### config.mk
export PLATFORM = sky130hd
export DESIGN_NAME = ter_queue
export DESIGN_NICKNAME = d
export VERILOG_FILES = /design/src/ter_pkg.sv /design/src/ter_queue.sv
export SDC_FILE = /design/constraint.sdc
export NUM_CORES = 1
export LEC_CHECK = 0
export BUFFER_PORTS_ARGS = -buffer_cell sky130_fd_sc_hd__buf_2
export CAP_MARGIN = 30
export CORE_ASPECT_RATIO = 1.1
export CORE_MARGIN = 3
export CORE_UTILIZATION = 38
export DETAILED_ROUTE_END_ITERATION = 10
export GPL_ROUTABILITY_DRIVEN = 0
export GPL_TIMING_DRIVEN = 0
export PLACE_DENSITY_LB_ADDON = 0.05
export SYNTH_ARGS = -nofsm -noshare
export SYNTH_HDL_FRONTEND = slang
export SYNTH_SLANG_ARGS = --single-unit
### constraint.sdc
create_clock -name clk_i -period 1.5 [get_ports clk_i]
set_clock_uncertainty 0.1 [all_clocks]
set_input_delay 0.3 -clock clk_i [delete_from_list [all_inputs] [get_ports clk_i]]
set_output_delay 0.3 -clock clk_i [all_outputs]
set_load 0.01 [all_outputs]
### src/ter_pkg.sv
// Shared constants for the triangle edge rasterizer.
// No dependencies; every other file imports this package.
`default_nettype none
package ter_pkg;

  // Default sizing of the frame coordinates and the vertex arithmetic
  localparam int unsigned MAX_DIM_BITS = 12;
  localparam int unsigned VERTEX_BITS  = 16;

  // Fixed port field widths
  localparam int unsigned FIELD_BITS   = 16;
  localparam int unsigned COLOUR_BITS  = 32;
  localparam int unsigned PIX_BITS     = 12;
  localparam int unsigned CFG_BITS     = 13;
  localparam int unsigned CFG_IDX_BITS = 2;

  // Register indexes and reset values
  localparam logic [CFG_IDX_BITS-1:0] REG_FRAME_WIDTH  = 2'd0;
  localparam logic [CFG_IDX_BITS-1:0] REG_FRAME_HEIGHT = 2'd1;
  localparam logic [CFG_BITS-1:0]     FRAME_W_RESET    = 13'd640;
  localparam logic [CFG_BITS-1:0]     FRAME_H_RESET    = 13'd480;

  // Item operations
  localparam logic OP_LOAD = 1'b0;
  localparam logic OP_STEP = 1'b1;

  // Command queue between front and back
  localparam int unsigned QUEUE_DEPTH = 8;
  localparam int unsigned QCNT_BITS   = 4;

endpackage
`default_nettype wire

### src/ter_queue.sv
// Command queue between the front and back parts.
// Uses ter_pkg for depth and count width.
`default_nettype none
module ter_queue #(
  parameter type cmd_t = logic
) (
  input  wire logic                          clk_i,
  input  wire logic                          rst_ni,
  input  wire logic                          push_i,
  input  wire cmd_t                          data_i,
  input  wire logic                          pop_i,
  output logic                               valid_o,
  output cmd_t                               data_o,
  output logic [ter_pkg::QCNT_BITS-1:0]      count_o
);
  import ter_pkg::*;

  localparam int unsigned AW = $clog2(QUEUE_DEPTH);

  cmd_t mem_q [QUEUE_DEPTH];
  logic [AW-1:0] wr_q, rd_q;
  logic [QCNT_BITS-1:0] cnt_q;

  // Store on push; the front never pushes into a full queue
  always_ff @(posedge clk_i) begin
    if (push_i) mem_q[wr_q] <= data_i;
  end

  always_ff @(posedge clk_i or negedge rst_ni) begin
    if (!rst_ni) begin
      wr_q  <= '0;
      rd_q  <= '0;
      cnt_q <= '0;
    end else begin
      if (push_i) wr_q <= wr_q + AW'(1);
      if (pop_i) rd_q <= rd_q + AW'(1);
      cnt_q <= cnt_q + QCNT_BITS'(push_i) - QCNT_BITS'(pop_i);
    end
  end

  assign valid_o = (cnt_q != '0);
  assign data_o  = mem_q[rd_q];
  assign count_o = cnt_q;

endmodule
`default_nettype wire

==> results of run 1 <==
registers in the layout, summed over array words and instances (netlist names):
name,cells
rd_q,3
mem_q,8
wr_q,3
count_o,4
Yosys cell counts, types with 2 or more instances:
library cell / n
mux2_2: 3
inv_1: 8
xor2_1: 3
edfxtp_1: 8
xnor2_1: 3
ha_1: 7
dfrtp_1: 10
nor2_1: 6
mux4_1: 2
nand2b_1: 3
nor3_1: 2
nand2_1: 4
power by group through the flow:
stage	registers (mW)	clock network [mW]	logic (mW)
floorplan	0.871	0	0.581
global placement	0.875	0	0.780
detailed placement	0.878	0	0.786
CTS	0.869	0.254	1.03
global route	0.890	0.272	1.27
finish	0.857	0.247	1.14
timing repair:
| action | in CTS | in global routing |
|---|---|---|
| hold buffers | 1 | 0 |
| setup buffers | 6 | 3 |
| pin swaps | 4 | 6 |
| hold endpoints to repair | 10 | 0 |
| endpoints found under the setup margin | 5 | 5 |
| resized for setup | 17 | 5 |
| gates cloned | 0 | 0 |
metal layers:
layer  global-route usage (%)  vias up
li1                         -      255
met1                     12.5      243
met2                     16.9        5
met3                     3.22        0
met4                     4.62        0
met5                        0        -
cell type report:
type	count	area, sq um	share of cell area, %
Sequential cell	18	492	45.0
Inverter	8	30.0	2.75
Clock inverter	1	3.75	0.344
Tap cell	28	35.0	3.21
Multi-Input combinational cell	37	388	35.5
Clock buffer	3	22.5	2.06
Timing Repair Buffer	17	121	11.1
cells by family after synthesis:
kind of cell	Yosys count
flops	18
fa+ha+maj	8
mux	5
buf+inv	8
simple gates	16
xor+xnor	6
compound gates	2
through the flow:
| stage | power [mW] | setup WS (ps) | area (sq um) | TNS, ps |
|---|---|---|---|---|
| after global placement | 1.66 | -284 | 932 | -880 |
| after detailed placement | 1.66 | -285 | 932 | -897 |
| after global routing | 2.43 | -557 | 1090 | -983 |
| after floorplan | 1.45 | -141 | 847 | -474 |
| after CTS | 2.16 | -530 | 1060 | -731 |
| final | 2.24 | -510 | 1090 | -801 |
placed cells by master (no fill, tap or decap), drive strengths merged:
cell type / n
a21o: 1
a21oi: 1
buf: 16
clkbuf: 3
clkinv: 1
dfrtp: 10
dlygate4sd3: 1
edfxtp: 8
fa: 1
ha: 7
inv: 8
mux2: 3
mux4: 2
nand2: 4
nand2b: 3
nand3: 1
nor2: 6
nor3: 2
xnor2: 3
xor2: 3
worst min path at each step:
stage / startpoint / end / slack [ps]
floorplan: rst_ni / count_o[0] / -100
global placement: rst_ni / rd_q[2] / 80
detailed placement: rst_ni / rd_q[2] / 80
CTS: pop_i / rd_q[0] / 170
global route: pop_i / rd_q[0] / 170
finish: pop_i / rd_q[0] / 170
==> impl_metrics.yaml, run 1 <==
outcome:
  status: "finished with violations"
  failed_checks: "negative setup slack"
critical_path:
  cp_top_family: "multiplexers"
  slowest_delay_ps: 510
  critPathLaunch: "rd_q[0]"
  startpoint_type: "register"
  worst-path-max-fanout: 3
  cp.required_ps: 1100
  reg2reg_depth: 7
  r2r_end: "count_o[1]"
  critPathCaptureType: "output port"
  crit_type: "register to output port"
  cp-endpoint: "data_o"
  worst-path-stages: 3
  crit_buf_inv: 1
  ff2ff_setup_slack_ps: -160
  cp_slowest_cell: "mux4_2"
  regToRegStartpoint: "count_o[0]"
  path_cells: "mux4_2 > mux2_4 > buf_6"
  cp.arrival_ps: 1610
floorplanning:
  die_h_um: 55.6
  core_area_sq_mm: 0.00206
  initial_core_util_pct: 41.2
  row_count: 17
  die_area_sq_mm: 0.00284
  num_io_pins: 11
  die_w_um: 51.1
drt:
  routedWlPerCell_um: 11.9
  antenna_left: 0
  drc: 0
  drt-met1-wl_um: 592
  wl_met3_um: 31
  top_layer_used: "met3"
  wl_mm: 1.33
  dr.pass1.iters: 2
  vias_per_cell: 4.49
  drt_iter0_drc: 3
  vias: 503
  wl_met2_um: 707
logic_synthesis:
  yosysTopAreaCellShare_pct: 29.4
  synth_mux_area_share_pct: 10.1
  async_flop_share_pct: 55.6
  synthSimpleGateAreaFrac_pct: 8.38
  syn_nets: 76
  synth_adder_area_share_pct: 12.6
  synth_edf_count: 8
  ys_types: 16
  synthCells: 63
  synthTopCellsByArea: "dfrtp_1, edfxtp_1, ha_1"
  synth_area_per_cell_sq_um: 13.5
  synthFlopType: "dfrtp_1"
  synth-compound-area-share_pct: 1.47
  ys_warn_count: 0
  yosysSeqAreaShare_pct: 57.6
  synth.largest_area_cell: "dfrtp_1"
  ys_ff_latch: 18
  netlist_area_sq_um: 851
  synth_xor_area_share_pct: 6.18
  synth_top_family_by_area: "adder cells"
global_route:
  grt_pass1_wl_mm: 2.21
  overflow: 0
  grt_pass1_vias: 522
  grt_max_degree: 11
  track_usage_pct: 10.4
  antenna_found_initial: 0
pwr:
  pwr-share-comb_pct: 50.7
  power.leakage_nw: 0.457
  seq_power_share_pct: 38.3
  ir_drop_uv: 1650
  p_sw_uw: 792
  powerDensity_mw_per_mm2: 2050
  internal-power_mw: 1.45
  swShare_pct: 35.4
  p_clk_share_pct: 11.0
placement:
  hpwlAfterDp_um: 919
  place_inst: 101
  numPortBuffers: 10
final_layout:
  stdcell_count: 112
  fin_util_pct: 52.9
  nFillCells: 189
  num-nets-final: 98
  areaGrowthSynthToFinish_pct: 28.4
  diodes: 0
  drive_above_1_share_pct: 46.4
clock_network:
  cts_tree: "yes"
  clkLatencyLatePin_ps: 290
  htree_levels: 1
  path_clk_slew_ps: 100
  cts_buffer_depth: 2
  clock-sinks: 18
  cts_buffers: 3
  clockRootBuffer: "clkbuf_4"
timing:
  finalHoldWorstSlack_ps: 167
  final_hold_viol_count: 0
  min_period_ps: 2010
  setup_viol: 4
  fin_ws_ps: -510
  maxSlewHeadroom_pct: 84.2
  fmax_mhz: 498
  period_share_pct: 134
  worstMarginPinSlew_ps: 237
  rsz0062_at_grt: "yes"
  maxSlewViolCount: 0
flow_run:
  drv_cap: 0
worst_hold_path:
  worstHoldPathCells: 2
  hp-class: "input port to register"
(Power assumes the default switching activity.)
==> run 2: changes to the inputs <==
--- a/config.mk
+++ b/config.mk
@@ -9,11 +9,13 @@
 export CAP_MARGIN = 30
 export CORE_ASPECT_RATIO = 1.1
 export CORE_MARGIN = 3
-export CORE_UTILIZATION = 38
+export CORE_UTILIZATION = 49
+export CTS_BUF_LIST = sky130_fd_sc_hd__clkbuf_16
 export DETAILED_ROUTE_END_ITERATION = 10
 export GPL_ROUTABILITY_DRIVEN = 0
 export GPL_TIMING_DRIVEN = 0
 export PLACE_DENSITY_LB_ADDON = 0.05
+export SKIP_CTS_REPAIR_TIMING = 1
 export SYNTH_ARGS = -nofsm -noshare
 export SYNTH_HDL_FRONTEND = slang
 export SYNTH_SLANG_ARGS = --single-unit
==> run 2 against run 1 <==
The flow still finishes with violations (negative setup slack). Sequential cell count did not move. Worst hold slack improved by 57 ps. Final cell count fell by 12%. Die area fell by 20%.
==> impl_metrics.yaml, run 2 (synthesized netlist as in run 1, its figures left out) <==
clock_network:
  cts_buffer_depth: 2
  path_clk_slew_ps: 50
  clock-sinks: 18
  clkLatencyLatePin_ps: 250
  cts_buffers: 3
  htree_levels: 1
  clockRootBuffer: "clkbuf_16"
  cts_tree: "yes"
critical_path:
  startpoint_type: "register"
  cp_slowest_cell: "mux4_2"
  critPathCaptureType: "output port"
  crit_type: "register to output port"
  path_cells: "mux4_2 > mux2_4 > buf_6"
  cp.arrival_ps: 1550
  slowest_delay_ps: 500
  reg2reg_depth: 7
  worst-path-max-fanout: 4
  cp.required_ps: 1100
timing:
  rsz0062_at_grt: "yes"
  final_hold_viol_count: 0
  worstMarginPinSlew_ps: 293
  maxSlewViolCount: 0
  fmax_mhz: 513
  maxSlewHeadroom_pct: 80.3
  period_share_pct: 130
  setup_viol: 4
  min_period_ps: 1950
  fin_ws_ps: -448
final_layout:
  drive_above_1_share_pct: 40.2
  largest_reg_flops: 8
  regMostFlops: "mem_q"
  num-nets-final: 96
  fin_util_pct: 68.3
  final_cell_mix: "dfrtp_1, buf_2, edfxtp_1, nor2_1, ha_1"
  stdcell_count: 99
  diodes: 0
  areaGrowthSynthToFinish_pct: 28.1
drt:
  drt-met1-wl_um: 559
  wl_mm: 1.42
  routedWlPerCell_um: 14.3
  dr.pass1.iters: 4
  wl_met3_um: 51
  top_layer_used: "met4"
  drc: 0
  antenna_left: 0
  vias: 517
  drt_iter0_drc: 23
  wl_met2_um: 764
  vias_per_cell: 5.22
floorplanning:
  die_h_um: 49.7
  initial_core_util_pct: 53.3
  num_io_pins: 11
  core_area_sq_mm: 0.00160
  row_count: 15
  die_w_um: 45.7
  die_area_sq_mm: 0.00227
placement:
  hpwlAfterDp_um: 884
  place_inst: 90
  numPortBuffers: 10
outcome:
  status: "finished with violations"
  failed_checks: "negative setup slack"
worst_hold_path:
  worstHoldPathCells: 2
  hp-class: "input port to register"
global_route:
  antenna_found_initial: 0
  track_usage_pct: 14.5
  overflow: 0
  grt_pass1_vias: 516
  grt_pass1_wl_mm: 2.25
  grt_max_degree: 11
pwr:
  ir_drop_uv: 1300
  power_mw: 2.47
  power.leakage_nw: 0.474
  powerDensity_mw_per_mm2: 2270
flow_run:
  drv_cap: 0
-- run 2: cell count changes in the layout (fill, tap and decap cells not counted), sizes merged --
cell | previous run | this run
buf | 16 | 14
-- run 2: power breakdown --
| group | switching [mW] | internal, mW |
|---|---|---|
| Combinational | 0.465 | 0.599 |
| Sequential | 0.166 | 0.706 |
| Clock | 0.178 | 0.354 |
| Total | 0.810 | 1.66 |
-- run 2: worst paths after layout --
kind / from / slack (ps) / endpoint
setup / recovery: rd_q[0] / -450 / data_o
hold / removal: pop_i / 220 / rd_q[0]
setup reg to reg: count_o[0] / -140 / count_o[1]
hold reg to reg: rd_q[2] / 420 / rd_q[2]
max in group asynchronous: rst_ni / 730 / rd_q[0]
min in group asynchronous: rst_ni / 360 / count_o[3]
-- run 2: cell type report --
class	instances	area, sq um
multi-input cells	37	365
fillers	129	505
well taps	17	21.3
clock inverters	1	3.75
inverters	8	32.5
flip-flops and latches	18	492
repair buffers	15	100
clock buffers	3	75.1
-- run 2: through the flow --
step / area (sq um) / hold WS (ps) / setup slack [ps] / setup TNS [ps]
after global routing: 1090 / 238 / -506 / -1070
after floorplan: 847 / -95.6 / -141 / -474
after global placement: 918 / 71.8 / -270 / -848
after CTS: 997 / -192 / -543 / -1070
after detailed placement: 918 / 72.2 / -272 / -898
final: 1090 / 224 / -448 / -767
-- run 2: layer usage --
metal	up-vias	GRT usage, %
met5	-	0
met4	0	11.4
met3	4	3.28
met2	10	23.0
met1	252	15.8
li1	251	-
-- run 2: worst max-delay path, delay by kind of cell, from the launching register on --
family / cells / cell delay, ps
flip-flops: 1 / 400
multiplexers: 2 / 780
buffers and inverters: 1 / 120
==> run 3: changes to the inputs <==
--- a/config.mk
+++ b/config.mk
@@ -5,9 +5,9 @@
 export SDC_FILE = /design/constraint.sdc
 export NUM_CORES = 1
 export LEC_CHECK = 0
+export ABC_AREA = 1
 export BUFFER_PORTS_ARGS = -buffer_cell sky130_fd_sc_hd__buf_2
 export CAP_MARGIN = 30
-export CORE_ASPECT_RATIO = 1.1
 export CORE_MARGIN = 3
 export CORE_UTILIZATION = 49
 export CTS_BUF_LIST = sky130_fd_sc_hd__clkbuf_16
==> constraint.sdc (replaced) <==
create_clock -name clk_i -period 1.5 [get_ports clk_i]
set_clock_uncertainty 0.1 [all_clocks]
set_input_delay 0.3 -clock clk_i [delete_from_list [all_inputs] [get_ports clk_i]]
set_output_delay 0.3 -clock clk_i [all_outputs]
set_load 0.05 [all_outputs]
==> run 3 against run 2 <==
Final cell count increased by 43%. Critical path depth increased by 4. Clock power decreased by 2%. Critical endpoint is now count_o[1]. Die area increased by 6.4%. Design area increased by 9.5%. The flow still finishes with violations (negative setup slack). Sequential cell count unchanged.
==> impl_metrics.yaml, run 3 <==
critical_path:
  cp_slowest_cell: "fa_2"
  path_cells: "inv_2 > ha_4 > inv_4 > ha_4 > inv_2 > fa_2 > inv_1"
  cp.required_ps: 1540
  ff2ff_setup_slack_ps: -130
  slowest_delay_ps: 500
  cp.arrival_ps: 1670
  worst-path-max-fanout: 2
  reg2reg_depth: 7
  regToRegStartpoint: "count_o[0]"
  worst-path-stages: 7
  cp_top_family: "adder cells"
  crit_buf_inv: 4
  startpoint_type: "register"
  r2r_end: "count_o[1]"
  critPathCaptureType: "register"
  crit_type: "register to register"
timing:
  final_hold_viol_count: 0
  maxSlewHeadroom_pct: 83.0
  fmax_mhz: 615
  fin_ws_ps: -126
  period_share_pct: 108
  finalSetupTns_ps: -342
  setup_viol: 3
  rsz0062_at_grt: "yes"
  worstMarginPinSlew_ps: 257
  min_period_ps: 1630
  maxSlewViolCount: 0
logic_synthesis:
  synth.largest_area_cell: "dfrtp_1"
  yosysTopAreaCellShare_pct: 27.4
  synthCells: 99
  netlist_area_sq_um: 913
  synth_edf_count: 8
  yosysMostFrequentCell: "nand2_1"
  yosysSeqAreaShare_pct: 53.7
  syn_nets: 112
  ys_ff_latch: 18
  ys_warn_count: 0
  ys_types: 14
  synthTopCellsByArea: "dfrtp_1, edfxtp_1, nand2_1"
  async_flop_share_pct: 55.6
  synth_area_per_cell_sq_um: 9.23
  synthFlopType: "dfrtp_1"
  synth_common_cells: "nand2_1, inv_1, dfrtp_1"
floorplanning:
  num_io_pins: 11
  die_area_sq_mm: 0.00242
  row_count: 14
  core_area_sq_mm: 0.00163
  die_h_um: 49.2
  initial_core_util_pct: 56.1
  die_w_um: 49.2
placement:
  pre_cts_slack_ps: -172
  numPortBuffers: 10
  place_inst: 133
  hpwlAfterDp_mm: 1.04
worst_hold_path:
  hold_start: "data_i"
  whs_endpoint: "mem_q[2]"
  worstHoldPathCells: 1
  hp-class: "input port to register"
global_route:
  overflow: 0
  grt_pass1_vias: 543
  antenna_found_initial: 0
  grt_pass1_wl_mm: 2.35
  grt_max_degree: 11
  track_usage_pct: 13.3
drt:
  drt_iter0_drc: 9
  drc: 0
  antenna_left: 0
  vias: 647
  wl_mm: 1.45
  vias_per_cell: 4.56
  routedWlPerCell_um: 10.2
  dr.pass1.iters: 4
clock_network:
  htree_levels: 1
  path_clk_slew_ps: 50
  cts_buffer_depth: 2
  cts_buffers: 3
  cts_tree: "yes"
  clockRootBuffer: "clkbuf_16"
  clkLatencyLatePin_ps: 250
  clock-sinks: 18
final_layout:
  areaGrowthSynthToFinish_pct: 30.7
  fin_util_pct: 73.3
  final_common_cell: "nand2_1"
  num-nets-final: 132
  drive_above_1_share_pct: 29.7
  regMostFlops: "mem_q"
  largest_reg_flops: 8
  diodes: 0
  nFillCells: 114
  final_cell_mix: "nand2_1, inv_1, nor2_1, buf_2, edfxtp_1"
  stdcell_count: 142
flow_run:
  drv_cap: 0
pwr:
  pwr-share-comb_pct: 51.0
  swShare_pct: 42.1
  power_mw: 2.76
  seq_power_share_pct: 30.0
  powerDensity_mw_per_mm2: 2310
  p_sw_mw: 1.16
  p_clk_share_pct: 19.0
  ir_drop_uv: 2020
  power.leakage_nw: 0.592
  internal-power_mw: 1.60
outcome:
  status: "finished with violations"
  failed_checks: "negative setup slack"
-- run 3: cell type report --
| type | count | area, sq um | area share [%] |
|---|---|---|---|
| flip-flops and latches | 18 | 494 | 41.4 |
| well taps | 24 | 30.0 | 2.52 |
| multi-input cells | 56 | 388 | 32.5 |
| inverters | 25 | 96.3 | 8.07 |
| clock buffers | 3 | 75.1 | 6.29 |
| repair buffers | 15 | 106 | 8.91 |
| clock inverters | 1 | 3.75 | 0.314 |
-- run 3: worst register-to-register path, stage by stage, from the launching register on --
cell	delay, ps
dfrtp_2	400
inv_2	70
ha_4	200
inv_4	50
ha_4	130
inv_2	30
fa_2	500
inv_1	30
-- run 3: cell families after synthesis --
kind of cell / Yosys count / synth area share, %
xor gates and xnor gates: 5 / 4.79
buffers and inverters: 25 / 10.3
AOI/OAI and AO/OA: 3 / 1.64
and+or+nand+nor: 40 / 17.8
adders and majority gates: 8 / 11.8
DFF: 18 / 53.7
-- run 3: worst max-delay path by stage --
stage                    start          to  slack (ps)
finish              count_o[0]  count_o[1]        -130
global route           rd_q[0]      data_o        -230
global placement         pop_i  count_o[1]        -170
floorplan           count_o[0]  count_o[1]        -260
detailed placement       pop_i  count_o[1]        -170
CTS                    rd_q[0]      data_o        -270
-- run 3: through the flow --
| stage | instance area [sq um] | hold WS (ps) |
|---|---|---|
| finish | 1190 | 222 |
| global route | 1190 | 238 |
| CTS | 1100 | -192 |
| detailed placement | 1020 | 71.5 |
| global placement | 1020 | 71.1 |
| floorplan | 943 | -95.6 |
-- run 3: layer usage --
metal / wire length (um) / vias to the layer above / global-route usage, %
met5: 0 / - / 0
met4: 26 / 0 / 7.11
met3: 75 / 4 / 4.59
met2: 706 / 12 / 20.5
met1: 640 / 295 / 16.0
li1: - / 336 / -
-- run 3: power groups by stage --
stage	Combinational, mW	Clock, mW	Sequential, mW
6_report	1.41	0.523	0.826
5_1_grt	1.59	0.563	0.849
2_1_floorplan	0.723	0	1.00
3_5_place_dp	1.15	0	0.827
3_3_place_gp	1.11	0	0.823
4_1_cts	1.16	0.539	0.820
